File: src/hw/rtl/smc_pkg.sv
// Shared types and codes for the stack machine core.
// No dependencies; every other file of the block but smc_if and smc_ram imports this package.
`default_nettype none
package smc_pkg;

  // Instruction opcodes as stored in program words.
  typedef enum logic [5:0] {
    OP_EXIT = 6'd0, OP_PUSH = 6'd1, OP_POP = 6'd2, OP_COPY = 6'd4,
    OP_ADD = 6'd5, OP_SUB = 6'd6, OP_MUL = 6'd7, OP_DIV = 6'd8, OP_MOD = 6'd9,
    OP_EQ = 6'd10, OP_NE = 6'd11, OP_GT = 6'd12, OP_LT = 6'd13, OP_GE = 6'd14,
    OP_LE = 6'd15, OP_SHL = 6'd16, OP_SHR = 6'd17, OP_LAND = 6'd18,
    OP_LOR = 6'd19, OP_BAND = 6'd20, OP_BOR = 6'd21, OP_BXOR = 6'd22,
    OP_POS = 6'd23, OP_NEG = 6'd24, OP_NOT = 6'd25, OP_INV = 6'd26,
    OP_LABEL = 6'd27, OP_JMP = 6'd28, OP_JZ = 6'd29, OP_JNZ = 6'd30,
    OP_CALL = 6'd31, OP_RET = 6'd32, OP_WI = 6'd33, OP_WC = 6'd34,
    OP_RI = 6'd36, OP_RC = 6'd37, OP_DEFINE = 6'd40, OP_DELETE = 6'd41,
    OP_ASSIGN = 6'd42, OP_LOAD = 6'd43
  } op_t;

  // Machine status codes.
  typedef enum logic [1:0] {
    HALT_RUN  = 2'd0,
    HALT_EXIT = 2'd1,
    HALT_ERR  = 2'd2
  } halt_t;

  // Kinds of printed output.
  typedef enum logic [1:0] {
    KIND_NONE = 2'd0,
    KIND_INT  = 2'd1,
    KIND_CHAR = 2'd2
  } kind_t;

  // Datapath micro-operations issued by the controller.
  typedef enum logic [4:0] {
    U_NOP, U_MEMWR, U_FETCH, U_DECODE, U_EXIT, U_ERR, U_RDARG, U_LDB, U_LDA,
    U_POP, U_POPB, U_PEEK, U_PUSH_B, U_PUSH_RES, U_PUSH_RV, U_DROP, U_IP1,
    U_IP2, U_ALU, U_MD_START, U_MD_STEP, U_MD_FIN, U_WOUT, U_DEF, U_DEL,
    U_ASSIGN, U_LOADRD, U_CALLPUSH, U_RET, U_RETLD, U_SRCH_INIT, U_SRCH_B
  } uop_t;

  // U_SRCH_C shares no code point: the search compare has its own command bit.
  typedef struct packed {
    uop_t uop;
    logic srch_c;
    logic take;
  } smc_cmd_t;

  typedef struct packed {
    logic [5:0] op;
    logic       op_big;
    logic       in_write;
    logic       halted;
    logic       lab_hit;
    logic       lbl_hit;
    logic       p_last;
    logic       a_zero;
    logic       md_done;
  } smc_stat_t;

  typedef enum logic [5:0] {
    S_IDLE, S_START, S_WRITE, S_FETCH, S_DECODE, S_DISPATCH, S_EXIT, S_ERR,
    S_RDARG, S_LDB, S_LDB2, S_LDA, S_POP, S_POPB, S_PEEK, S_PUSHB, S_PUSHRES,
    S_PUSHRV, S_DROP, S_IP1, S_IP2, S_ALU, S_MDSTART, S_MDSTEP, S_MDFIN,
    S_WOUT, S_DEF, S_DEL, S_ASSIGN, S_LOADRD, S_CALLPUSH, S_RET, S_RETLD,
    S_JDEC, S_SRCHINIT, S_SRCHB, S_SRCHC, S_DONE
  } state_t;

endpackage
`default_nettype wire

File: src/hw/rtl/smc_ctrl.sv
// Controller state machine of the stack machine core: sequences the
// datapath micro-operations of each word. Depends on smc_pkg.
`default_nettype none
module smc_ctrl import smc_pkg::*; (
  input  logic      clk,
  input  logic      rst,
  input  logic      req_valid,
  output logic      req_ready,
  output logic      rsp_valid,
  input  logic      rsp_ready,
  input  smc_stat_t st,
  output smc_cmd_t  cmd
);
  state_t state, state_next;
  logic   binop, unop;

  always_comb begin
    binop = (st.op >= OP_ADD && st.op <= OP_BXOR);
    unop  = (st.op >= OP_POS && st.op <= OP_INV);
  end

  always_ff @(posedge clk) begin
    if (rst) begin
      state <= S_IDLE;
    end else begin
      state <= state_next;
    end
  end

  // Next-state logic.
  always_comb begin
    state_next = state;
    case (state)
      S_IDLE:     if (req_valid) state_next = S_START;
      S_START: begin
        if (st.in_write)    state_next = S_WRITE;
        else if (st.halted) state_next = S_DONE;
        else                state_next = S_FETCH;
      end
      S_WRITE:    state_next = S_DONE;
      S_FETCH:    state_next = S_DECODE;
      S_DECODE:   state_next = S_DISPATCH;
      S_DISPATCH: begin
        if (st.op_big) begin
          state_next = S_ERR;
        end else if (binop || unop) begin
          state_next = S_POP;
        end else begin
          case (st.op)
            OP_EXIT:                          state_next = S_EXIT;
            OP_PUSH, OP_JMP, OP_JZ, OP_JNZ,
            OP_CALL:                          state_next = S_RDARG;
            OP_POP:                           state_next = S_DROP;
            OP_COPY:                          state_next = S_PEEK;
            OP_WI, OP_WC, OP_ASSIGN, OP_LOAD: state_next = S_POP;
            OP_LABEL:                         state_next = S_IP2;
            OP_RET:                           state_next = S_RET;
            OP_RI, OP_RC:                     state_next = S_PUSHRV;
            OP_DEFINE:                        state_next = S_DEF;
            OP_DELETE:                        state_next = S_DEL;
            default:                          state_next = S_ERR;
          endcase
        end
      end
      S_EXIT, S_ERR: state_next = S_DONE;
      S_RDARG: begin
        if (st.op == OP_JZ || st.op == OP_JNZ) state_next = S_POPB;
        else                                   state_next = S_LDB;
      end
      S_POP: begin
        if (binop || st.op == OP_ASSIGN) state_next = S_POPB;
        else                             state_next = S_LDB;
      end
      S_POPB:     state_next = S_LDA;
      S_LDA: begin
        if (st.op == OP_MUL || st.op == OP_DIV || st.op == OP_MOD) begin
          state_next = S_MDSTART;
        end else if (st.op == OP_ASSIGN) begin
          state_next = S_ASSIGN;
        end else if (st.op == OP_JZ || st.op == OP_JNZ) begin
          state_next = S_JDEC;
        end else begin
          state_next = S_ALU;
        end
      end
      S_LDB: begin
        if (unop)                                  state_next = S_ALU;
        else if (st.op == OP_JMP)                  state_next = S_SRCHINIT;
        else if (st.op == OP_CALL)                 state_next = S_CALLPUSH;
        else if (st.op == OP_WI || st.op == OP_WC) state_next = S_WOUT;
        else if (st.op == OP_LOAD)                 state_next = S_LOADRD;
        else                                       state_next = S_PUSHB;
      end
      S_PEEK:     state_next = S_LDB;
      S_LOADRD:   state_next = S_LDB2;
      S_LDB2:     state_next = S_PUSHB;
      S_PUSHB:    state_next = (st.op == OP_PUSH) ? S_IP2 : S_IP1;
      S_ALU:      state_next = S_PUSHRES;
      S_MDSTART:  state_next = S_MDSTEP;
      S_MDSTEP:   if (st.md_done) state_next = S_MDFIN;
      S_MDFIN:    state_next = S_PUSHRES;
      S_PUSHRES, S_PUSHRV, S_DROP, S_WOUT, S_DEF, S_DEL,
      S_ASSIGN:   state_next = S_IP1;
      S_IP1, S_IP2: state_next = S_DONE;
      S_CALLPUSH: state_next = S_SRCHINIT;
      S_RET:      state_next = S_RETLD;
      S_RETLD:    state_next = S_DONE;
      S_JDEC: begin
        if ((st.op == OP_JZ) == st.a_zero) state_next = S_SRCHINIT;
        else                               state_next = S_IP2;
      end
      S_SRCHINIT: state_next = S_SRCHB;
      S_SRCHB: begin
        if (st.lab_hit)     state_next = S_SRCHC;
        else if (st.p_last) state_next = S_ERR;
      end
      S_SRCHC: begin
        if (st.lbl_hit)     state_next = S_DONE;
        else if (st.p_last) state_next = S_ERR;
        else                state_next = S_SRCHB;
      end
      S_DONE:     if (rsp_ready) state_next = S_IDLE;
      default:    state_next = S_IDLE;
    endcase
  end

  // Command outputs.
  always_comb begin
    cmd.take   = (state == S_IDLE) && req_valid;
    cmd.srch_c = (state == S_SRCHC);
    req_ready  = (state == S_IDLE);
    rsp_valid  = (state == S_DONE);
    case (state)
      S_WRITE:    cmd.uop = U_MEMWR;
      S_FETCH:    cmd.uop = U_FETCH;
      S_DECODE:   cmd.uop = U_DECODE;
      S_EXIT:     cmd.uop = U_EXIT;
      S_ERR:      cmd.uop = U_ERR;
      S_RDARG:    cmd.uop = U_RDARG;
      S_LDB, S_LDB2: cmd.uop = U_LDB;
      S_LDA:      cmd.uop = U_LDA;
      S_POP:      cmd.uop = U_POP;
      S_POPB:     cmd.uop = U_POPB;
      S_PEEK:     cmd.uop = U_PEEK;
      S_PUSHB:    cmd.uop = U_PUSH_B;
      S_PUSHRES:  cmd.uop = U_PUSH_RES;
      S_PUSHRV:   cmd.uop = U_PUSH_RV;
      S_DROP:     cmd.uop = U_DROP;
      S_IP1:      cmd.uop = U_IP1;
      S_IP2:      cmd.uop = U_IP2;
      S_ALU:      cmd.uop = U_ALU;
      S_MDSTART:  cmd.uop = U_MD_START;
      S_MDSTEP:   cmd.uop = U_MD_STEP;
      S_MDFIN:    cmd.uop = U_MD_FIN;
      S_WOUT:     cmd.uop = U_WOUT;
      S_DEF:      cmd.uop = U_DEF;
      S_DEL:      cmd.uop = U_DEL;
      S_ASSIGN:   cmd.uop = U_ASSIGN;
      S_LOADRD:   cmd.uop = U_LOADRD;
      S_CALLPUSH: cmd.uop = U_CALLPUSH;
      S_RET:      cmd.uop = U_RET;
      S_RETLD:    cmd.uop = U_RETLD;
      S_SRCHINIT: cmd.uop = U_SRCH_INIT;
      S_SRCHB:    cmd.uop = U_SRCH_B;
      default:    cmd.uop = U_NOP;
    endcase
  end
endmodule
`default_nettype wire

File: config.mk
export PLATFORM = sky130hd
export DESIGN_NAME = smc_ctrl
export DESIGN_NICKNAME = d
export VERILOG_FILES = /design/src/hw/rtl/smc_pkg.sv /design/src/hw/rtl/smc_ctrl.sv
export SDC_FILE = /design/constraint.sdc
export NUM_CORES = 1
export LEC_CHECK = 0
export ABC_AREA = 1
export BUFFER_PORTS_ARGS = -buffer_cell sky130_fd_sc_hd__buf_2
export CORE_MARGIN = 2
export CORE_UTILIZATION = 59
export CTS_BUF_LIST = sky130_fd_sc_hd__clkbuf_16
export CTS_CLUSTER_DIAMETER = 150
export DETAILED_ROUTE_END_ITERATION = 10
export HOLD_SLACK_MARGIN = 0.08
export PLACE_DENSITY = 0.86
export SYNTH_ARGS = -nofsm -noshare
export SYNTH_HDL_FRONTEND = slang
export SYNTH_SLANG_ARGS = --single-unit
File: constraint.sdc
create_clock -name clk -period 3 [get_ports clk]
set_input_delay 0 -clock clk [delete_from_list [all_inputs] [get_ports clk]]
set_output_delay 0 -clock clk [all_outputs]
set_load 0.005 [all_outputs]
Word-level counts from Yosys, hierarchy flattened
Memory sizes are Yosys's and may differ from the RTL's. A register that Yosys moved wholly into a read port is not among the register bits. Cells that the tools add are included.

Add/sub/neg operators: 0. Multipliers: 0. Divide/modulo/power cells: 0. $lt $le $gt $ge: 4. Eq/ne operators: 54. Shifts and indexed selects: 0. Muxes and demuxes: 26. Bitwise operators: 0. Reduce and logical (&&, ||, !) cells: 14.

Operators by type and width (number): 6-bit one-hot mux with 26 select lines (1); 6-bit by 5-bit == test with 1-bit output, second input constant (20); 6-bit 2-to-1 mux (19); 6-bit by 4-bit == test with 1-bit output, second input constant (10); 6-bit == test, second input constant (10); 6-bit by 3-bit == test with 1-bit output, second input constant (5); 5-bit 2-to-1 mux (3); 6-bit by 1-bit == test with 1-bit output, second input constant (2); 6-bit by 2-bit == test with 1-bit output, second input constant (2); 6-bit by 5-bit <= comparator with 1-bit output, second input constant (2); 3-bit 2-to-1 mux (3); 7-bit OR reduction (1); 6-bit by 3-bit >= comparator with 1-bit output, second input constant (1); 6-bit by 5-bit >= comparator with 1-bit output, second input constant (1); 6-bit logical NOT (1); 1-bit logical OR (6); 6-bit OR reduction (1); 2-bit inequality test, second input constant (2); 4-bit AND reduction (1); 1-bit logical AND (3); 3-bit inequality test, second input constant (1); 2-bit by 1-bit inequality test with 1-bit output, second input constant (1); 2-bit OR reduction (1); 1-bit == test (1).

Bits in registers: 6. Bits in latches: 0. RAM bits: 0. ROM bits: 640. Memories: 2.

Memory list: (no name shown) (depth 64, bits a word 5, rd ports 1, clocked after Yosys merged registers in 0, wr ports 0, RTL line smc_ctrl.sv:49) `case (st.op)`; (no name shown) (depth 64, bits a word 5, rd ports 1, clocked after Yosys merged registers in 1, wr ports 0, RTL line smc_ctrl.sv:133) `case (state)`.

Depth between registers and ports, before layout
Depth after elaboration: 9. Mapped depth: 26.

Worst setup path after synthesis
No wires, ideal clock.

Path type: reg-to-reg. Start point: register state[4]. End point: register, netlist name cmd[2]. Setup time: 0.112 ns. Arrival: 2.184 ns. Required time: 2.888 ns. Path slack: 0.704 ns. Cell stages (with the launch flop): 21. Buffers on the path: 0. Period minus slack after synthesis: 2.296 ns. Cell sequence: dfxtp_1 nor2_2 nand2_1 nor2_2 inv_1 o21ai_0 nor2_1 nand2_1 nand2_1 nand2_1 inv_1 nor2_1 ha_1 inv_1 nand3_1 nand2_1 inv_1 nand2_1 nand3_1 nand2_1 nand2_1.

Cells in the longest elaborated chain, start to end: 5.

Ends and longest elaborated chain: start, declared (RTL line smc_ctrl.sv:14) `state_t state, state_next;`; start signal, assigned (RTL line smc_ctrl.sv:26) `state <= state_next;`; 6-bit by 5-bit == test with 1-bit output (tied with other cells) (RTL line smc_ctrl.sv:33) `case (state)`; 7-bit OR reduction (tied with other cells) (RTL line smc_ctrl.sv:33); 6-bit one-hot mux with 26 select lines or 4-bit AND reduction (tied branches); 6-bit 2-to-1 mux (no line) (*) (2 in a row).

Mark *: on every way between the ends. The rest lies on a longest branch, timed or not. A chain may end at the register's enable or synchronous reset.

Final worst setup path
Start point: register state[1]. End point: register, netlist name cmd[2].

Cells in the longest elaborated chain, start to end: 5.

Ends and longest elaborated chain (RTL line): 6-bit by 5-bit == test with 1-bit output (tied with other cells) (smc_ctrl.sv:33); 7-bit OR reduction (tied with other cells) (smc_ctrl.sv:33); 6-bit one-hot mux with 26 select lines or 4-bit AND reduction (tied branches); 6-bit 2-to-1 mux (no line) (*) (2 in a row).

Marked as above.

==> flow_summary.yaml <==
grt:
  grt_max_degree: 14
  grt_pass1_wl_mm: 9.43
  grt.total_usage: 0.329
  antenna_found_initial: 0
  grt_pass1_vias: 2194
  overflow: 0
routing:
  wl_mm: 5.73
  drt_pass1_iterations: 5
  drtIter0Drc: 322
  ant_nets: 0
  wl_per_cell_um: 13.0
  vias: 2434
  drc: 0
  via_per_inst: 5.51
yosys:
  async_flop_share: 0
  syn_inst: 369
  synthFlopType: "dfxtp_1"
  ys_types: 29
  synth_warnings: 0
  netlist_area_um2: 1920
  synth.avg_cell_area_um2: 5.20
  synth_edf_count: 0
  synth.ff_latch_count: 11
  syn_nets: 397
  synth_seq_area_share: 0.115
setup_path:
  r2r_setup_slack_ns: 0.34
  cp.arrival_ns: 2.79
  slowest_stage: "dfxtp_1"
  worstPathRequired_ns: 3.13
  critical_path.max_stage_delay_ns: 0.48
  timing.critical_path.cells: "nor2_1 > nand2_1 > a21oi_1 > nor2_1 > nand2_1 > inv_1 > nand3_1 > nor2_1 > nand2_1 > nand2_1 > nand2_1 > inv_1 > nor2_2 > ha_1 > inv_1 > nand3_1 > nand2_1 > inv_1 > nand2_1 > nand3_1 > nand2_1 > nand2_1"
  criticalPathCategory: "flop to flop"
  worst_setup_path_start_kind: "flop"
  cpMostUsedCell: "nand2_1"
  crit_fanout: 5
  crit_path_end_kind: "flop"
place:
  pre_cts_slack_ns: 0.376
  place.gp.congestion: 1.02
  place_area_um2: 2090
  portBuffers: 26
  place_hpwl_mm: 4.63
  dp.cells: 437
finish:
  syn_to_final_growth_pct: 13.6
  seqCellArea_um2: 220
  n_fill_cell: 302
  stdcell_count: 442
  design_area_um2: 2180
  final_cell_mix: "nand2_1 (106), inv_1 (55), nor2_1 (54), nand3_1 (36), buf_2 (26)"
  final_common_cell: "nand2_1"
  fin_util: 0.708
  drive_gt1_frac: 0.161
  nets: 427
  insertedDiodeCount: 0
  multi_input_area_um2: 1450
power:
  power_density_nw_per_um2: 694
  power_mw: 1.51
  leakagePower_nw: 1.23
  peakVddDrop_mv: 0.447
sta:
  clock_skew_ns: 0.00165
  setup_slack_ns: 0.337
  slew_headroom: 0.740
  hold_ws_ns: 0.313
  fin_crit_ns: 2.66
  finalSetupViolations: 0
  tightest_slew_ns: 0.390
  hold_viol_final: 0
  fmax_ghz: 0.375
  maxSlewViolCount: 0
  rsz0062_at_grt: "no"
  setup_tns_ns: 0
  fin_crit_sh: 0.888
floorplanning:
  core_um2: 3080
  num_rows: 20
  fp.dieW_um: 61.0
  dieArea_um2: 3720
  start_util: 0.623
  die_h_um: 61.0
  io_pins: 27
clock_tree:
  cts_buffers: 3
  ctsRootBufferMaster: "clkbuf_16"
  clk_pin_slew_ns: 0.04
  htree_levels: 1
  clock-sinks: 11
  cts_setup_buffers: 0
  clock_latency_ns: 0.23
  clk_path_buf_depth: 2
  cts_tree: "yes"
outcome:
  status: "finished clean"
run:
  maxCapViolations: 0
min_path:
  hold_path_class: "primary input to output pin"
power by group:
group          internal [mW]  total (mW)  switching, mW
Combinational          0.320        1.02          0.704
Clock                  0.175       0.237         0.0628
Sequential             0.199       0.250         0.0518
Total                  0.694        1.51          0.818
routing by layer:
layer / track usage / part of all wire / up-vias
met1: 0.427 / 0.43 / 1045
li1: - / - / 1232
met5: 0 / 0 / -
met3: 0.0525 / 0.070 / 23
met2: 0.565 / 0.47 / 134
met4: 0.0963 / 0.031 / 0
layout make-up:
cell class              instances  area share
clock buffers                   3      0.0344
flip-flops and latches         11       0.101
inverters                      64       0.110
multi-input cells             292       0.663
clock inverters                 1     0.00172
repair buffers                 27      0.0643
well taps                      44      0.0253
worst max-delay path: cells and delay by family, from the launching register on:
| family | cells | cell delay (ns) |
|---|---|---|
| compound gates | 1 | 0.07 |
| fa+ha+maj | 1 | 0.32 |
| buf+inv | 4 | 0.29 |
| flops | 1 | 0.48 |
| simple gates | 16 | 1.39 |
sequential cells by signal (all words and copies together), names as in the netlist:
signal  flops
cmd         5
state       6
worst paths after layout:
kind | startpoint | end | depth (start not counted)
min | req_valid | cmd[0] | 4
max reg2reg | state[1] | cmd[2] | 22
min reg2reg | state[0] | state[0] | 4
max | state[1] | cmd[2] | 22
synthesized netlist by cell type (all sizes together), types with 4 or more instances:
cell / instances / area, um^2
o21ai: 24 / 120
ha: 10 / 125
nor3: 4 / 20.0
inv: 64 / 240
nand4: 5 / 31.3
nand3: 40 / 220
a21oi: 15 / 75.1
nand2: 113 / 452
nor2: 67 / 297
dfxtp: 11 / 220
cell families (layout without fill, tap and decap cells):
logic type      after synthesis  after routing  share of synthesized area
compound gates               49             49                      0.139
fa+ha+maj                    10             10                     0.0652
buf+inv                      66             95                      0.133
flops                        11             11                      0.115
simple gates                233            233                      0.548
timing repair:
action / CTS / global route
endpoints found under the setup margin: 0 / 1
hold buffers: 1 / 0
endpoints found under the hold margin: 1 / 0
gates resized for setup: 0 / 1
No activity file was read; power rests on OpenSTA's default activity.
